===== src/jlvi_pkg.sv =====
// ----------------------------------------------------------------------------
// jlvi_pkg
// Types and constants shared by the jerk-limited velocity interpolator.
// ----------------------------------------------------------------------------
`default_nettype none

package jlvi_pkg;

	localparam int ACC_REGS  = 7;
	localparam int DIV_STEPS = 30;

	// register indexes on the configuration port
	localparam logic [3:0] CFG_JERK_RATIO = 4'd7;

	localparam logic       REQ_SET  = 1'b0;
	localparam logic       REQ_TICK = 1'b1;

	// 1.0 in Q1.30
	localparam logic [30:0] T_ONE = 31'h4000_0000;

	localparam logic [30:0] ACC_RESET [ACC_REGS] = '{
		31'd491520, 31'd245760, 31'd327680, 31'd409600,
		31'd491520, 31'd655360, 31'd655360
	};
	localparam logic [15:0] JERK_RATIO_RESET = 16'd500;

	typedef struct packed {
		logic              req_type;
		logic [2:0]        joint_index;
		logic signed [31:0] target_velocity;
		logic [23:0]       period;
	} in_item_t;

	typedef struct packed {
		logic [2:0]         out_joint;
		logic signed [31:0] velocity_command;
		logic               last;
	} out_item_t;

	typedef struct packed {
		logic        start;
		logic [30:0] bound;
		logic [32:0] den;
	} div_req_t;

	typedef struct packed {
		logic        done;
		logic [29:0] quo;
	} div_rsp_t;

	typedef enum logic [3:0] {
		ST_IDLE,
		ST_DT2,
		ST_ACC,
		ST_JA,
		ST_JR,
		ST_BND,
		ST_DIV,
		ST_DLT,
		ST_STEP,
		ST_CMD,
		ST_OUT
	} state_t;

endpackage

`default_nettype wire


===== src/jlvi_div.sv =====
// ----------------------------------------------------------------------------
// jlvi_div
// Restoring divider, one quotient bit per cycle: floor(bound * 2^30 / den),
// valid for bound < den.
// ----------------------------------------------------------------------------
`default_nettype none

module jlvi_div (
	input  wire logic              clk,
	input  wire logic              arst_n,
	input  wire jlvi_pkg::div_req_t req,
	output jlvi_pkg::div_rsp_t      rsp
);
	import jlvi_pkg::*;

	logic        busy_q;
	logic        done_q;
	logic [4:0]  cnt_q;
	logic [33:0] rem_q;
	logic [32:0] den_q;
	logic [29:0] quo_q;
	logic [33:0] rem_sh;
	logic        fits;

	assign rem_sh = {rem_q[32:0], 1'b0};
	assign fits   = rem_sh >= {1'b0, den_q};

	always_ff @(posedge clk or negedge arst_n) begin
		if (!arst_n) begin
			busy_q <= 1'b0;
			done_q <= 1'b0;
			cnt_q  <= '0;
		end else begin
			done_q <= 1'b0;
			if (req.start) begin
				busy_q <= 1'b1;
				cnt_q  <= '0;
			end else if (busy_q) begin
				cnt_q <= cnt_q + 5'd1;
				if (cnt_q == 5'(DIV_STEPS - 1)) begin
					busy_q <= 1'b0;
					done_q <= 1'b1;
				end
			end
		end
	end

	always_ff @(posedge clk) begin
		if (req.start) begin
			rem_q <= {3'b0, req.bound};
			den_q <= req.den;
			quo_q <= '0;
		end else if (busy_q) begin
			rem_q <= fits ? rem_sh - {1'b0, den_q} : rem_sh;
			quo_q <= {quo_q[28:0], fits};
		end
	end

	assign rsp.done = done_q;
	assign rsp.quo  = quo_q;

endmodule

`default_nettype wire


===== config.mk =====
export PLATFORM = sky130hd
export DESIGN_NAME = jlvi_div
export DESIGN_NICKNAME = d
export VERILOG_FILES = /design/src/jlvi_pkg.sv /design/src/jlvi_div.sv
export SDC_FILE = /design/constraint.sdc
export NUM_CORES = 1
export LEC_CHECK = 0
export BUFFER_PORTS_ARGS = -buffer_cell sky130_fd_sc_hd__buf_2
export CAP_MARGIN = 40
export CORE_MARGIN = 4
export CORE_UTILIZATION = 37
export CTS_BUF_LIST = sky130_fd_sc_hd__clkbuf_4 sky130_fd_sc_hd__clkbuf_8
export CTS_CLUSTER_DIAMETER = 100
export CTS_CLUSTER_SIZE = 40
export DETAILED_ROUTE_END_ITERATION = 8
export PLACE_DENSITY_LB_ADDON = 0.2
export SLEW_MARGIN = 20
export SYNTH_ARGS = -nofsm -noshare
export SYNTH_HDL_FRONTEND = slang
export SYNTH_SLANG_ARGS = --single-unit

===== constraint.sdc =====
create_clock -name clk -period 5.35 [get_ports clk]
set_input_delay 0.535 -clock clk [delete_from_list [all_inputs] [get_ports clk]]
set_output_delay 0.535 -clock clk [all_outputs]
set_load 0.02 [all_outputs]

==> results.cfg <==
[yosys]
syn_nets = 697
yosys_register_bits = 103
netlist.area_leader.share = 0.320
synth.distinct_cells = 61
synth_warnings = 0
yosysMostFrequentCell = edfxtp_1
netlist_instances = 594
netlist_area_mm2 = 0.00601
synth.largest_area_cell = edfxtp_1
synthTopCellsByArea = edfxtp_1 32%, dfxtp_1 11%, mux2i_1 8.3%
synthTopCellsByCount = 64 x edfxtp_1, 50 x mux2i_1, 48 x nor2_1
yosysSeqAreaShare = 0.455
synth_edf_count = 64
synthFlopType = edfxtp_1
synth.avg_cell_area_um2 = 10.1
async_reset_ff_frac = 0.0680

[cts]
cts-htree-levels = 3
cts_max_path_buffers = 2
cts_num_sinks = 103
cts_tree = built
clk_latency_ns = 0.40
clk_pin_slew_ns = 0.12
cts_root_buf = clkbuf_8
cts_buffers = 9
post_cts_resized = 0

[setup_path]
critical_path_depth = 11
cp_cell_sequence = inv_1, fa_1, nor2b_1, o21a_1, o21ai_1, a21oi_2, a211oi_1, o21ai_2, o21a_4, mux2_2, mux2_2
end_kind = flip-flop
worstRegToRegCells = 11
cp_data_arrival_time_ns = 3.67
worst_setup_path_start_kind = flip-flop
cp.required_ns = 5.50
r2r_slack_ns = 1.83
critPathBufInv = 1
path_delay_family = compound AO/OA/AOI/OAI gates
r2r_end = rem_q[3]
timing.rr.start = rem_q[0]
path_class = reg2reg
crit_top_cell = mux2_2
cpPeakStageDelay_ns = 0.52
worst_path_max_delay_cell = o21a_4
path_max_fanout = 31

[layout]
fin_nets = 781
seqCellArea_mm2 = 0.00274
n_antenna_cell = 0
fillers = 1580
finalNonFillerCells = 899
area_delta_synth_final_pct = 15.0
fin_area_mm2 = 0.00691
multi_input_area_mm2 = 0.00293
layout-drive-gt1-share = 0.201
postLayoutCoreUtil = 0.435

[power]
p_comb_frac = 0.520
p_int_mw = 1.98
power_mw = 3.41
seq_power_share = 0.329
p_switching_mw = 1.43
p_per_area_mw_per_mm2 = 493
pwr-share-clk = 0.151
vdd_drop_max_mv = 0.201
p_sw_frac = 0.420
p_leak_nw = 3.26

[floorplan]
num_rows = 46
start_util = 0.378
die_y_um = 135
die_w_um = 135
die_area_mm2 = 0.0184
core_mm2 = 0.0159
io_pins = 98

[placed_design]
hpwl_um = 9810
gp_congestion = 0.918
dp_cells = 880
dpl_worst_slack_ns = 1.80
placed_area_mm2 = 0.00664
io_buffer_count = 97

[drt]
drtPass1Iterations = 4
via_per_inst = 5.15
post_drt_wl_per_cell_um = 15.2
drtAntennaViolNets = 0
wirelength_um = 13700
drcViolationCount = 0
drt_iter0_markers = 206
num_vias = 4627

[global_routing]
grt_max_degree = 82
grt_pass1_vias = 4661
grt-ovfl-total = 0
antenna_found_initial = 2
grt_pass1_wl_um = 22500
grt.total_usage = 0.152

[sta]
worst_pin_slew_ns = 0.619
hold_violations = 0
setup_viol = 0
setup_ws_ns = 1.83
skew_ns = 0.0167
max_freq_ghz = 0.284
hold_ws_ns = 0.302
slew_headroom = 0.587
rsz0062_at_grt = false
final.period_utilization = 0.657
period_needed_ns = 3.52
tns_ns = 0
slew_viol_final = 0

[hold_path]
hp-class = in2reg
whs_path_depth = 1
min_from = req[9]
hold_end = den_q[9]

[flow_run]
maxCapViolations = 0

[outcome]
status = complete, no violations
[worst max-delay path by stage]
| stage | from | to | slack [ns] |
|---|---|---|---|
| 2_1_floorplan | rem_q[14] | rem_q[14] | 2.55 |
| 3_5_place_dp | rem_q[0] | rem_q[3] | 1.80 |
| 5_1_grt | rem_q[0] | rem_q[3] | 1.56 |
| 4_1_cts | rem_q[0] | rem_q[3] | 1.78 |
| 3_3_place_gp | rem_q[19] | rem_q[3] | 1.83 |
| 6_report | rem_q[0] | rem_q[3] | 1.83 |
[power groups by stage]
stage / Clock (mW) / Sequential (mW) / Combinational [mW]
2_1_floorplan: 0 / 1.12 / 1.47
3_3_place_gp: 0 / 1.14 / 1.73
3_5_place_dp: 0 / 1.14 / 1.76
4_1_cts: 0.542 / 1.12 / 1.77
5_1_grt: 0.569 / 1.14 / 1.98
6_report: 0.514 / 1.12 / 1.77
[registers in the layout, summed over array words and instances, names as in the netlist]
name and cells:
den_q 33, rem_q 33, quo_q 30, cnt_q 5
busy_q 1, done_q 1
[repair_timing]
action                                  CTS  global route
hold buffers                              1             0
hold endpoints to repair                  7             0
endpoints found under the setup margin    0             0
setup buffers                             0             0
[cell families after synthesis]
kind of cell	after synthesis	share of synthesized area
AND/OR/NAND/NOR	151	0.121
AO/OA/AOI/OAI	141	0.151
flip-flops	103	0.455
buffers and inverters	77	0.0579
multiplexers	57	0.0964
adder cells (fa/ha/maj)	36	0.0762
XOR/XNOR	29	0.0422
[worst reg2reg max path, cell delays in order, from the launching register on]
cell and delay, ns:
edfxtp_1 0.37, inv_1 0.08, fa_1 0.48, nor2b_1 0.14, o21a_1 0.15, o21ai_1 0.09, a21oi_2 0.37, a211oi_1 0.17
o21ai_2 0.26, o21a_4 0.52, mux2_2 0.40, mux2_2 0.25
[cells in the final DEF (no fill, tap or decap), types with 7 or more instances in the layout]
cell type,n
dfxtp_1,32
nand3_1,7
o21ai_1,15
xor2_1,14
nor2b_1,7
nor2_1,48
a21o_1,17
ha_1,35
edfxtp_1,64
inv_1,47
nand2_1,45
buf_2,96
nand4_1,11
a21oi_1,44
o21ai_0,24
xnor2_1,15
mux2i_1,50
clkbuf_8,9
and3_1,7
[per-layer routing]
metal | global-route usage | part of all wire | vias to the layer above
met4 | 0.0476 | 0.015 | 4
met3 | 0.0446 | 0.067 | 19
met5 | 0 | 0.0010 | -
met1 | 0.194 | 0.45 | 2190
met2 | 0.249 | 0.47 | 115
li1 | - | - | 2299
[final cells by class]
cell class | instances | share of cell area
sequential | 103 | 0.396
clock buffer | 9 | 0.0179
clock inverter | 7 | 0.0129
timing repair buffer | 103 | 0.0851
multi-input combinational | 414 | 0.423
inverter | 47 | 0.0255
tap | 216 | 0.0391
Power figures use the tool's default switching activity.
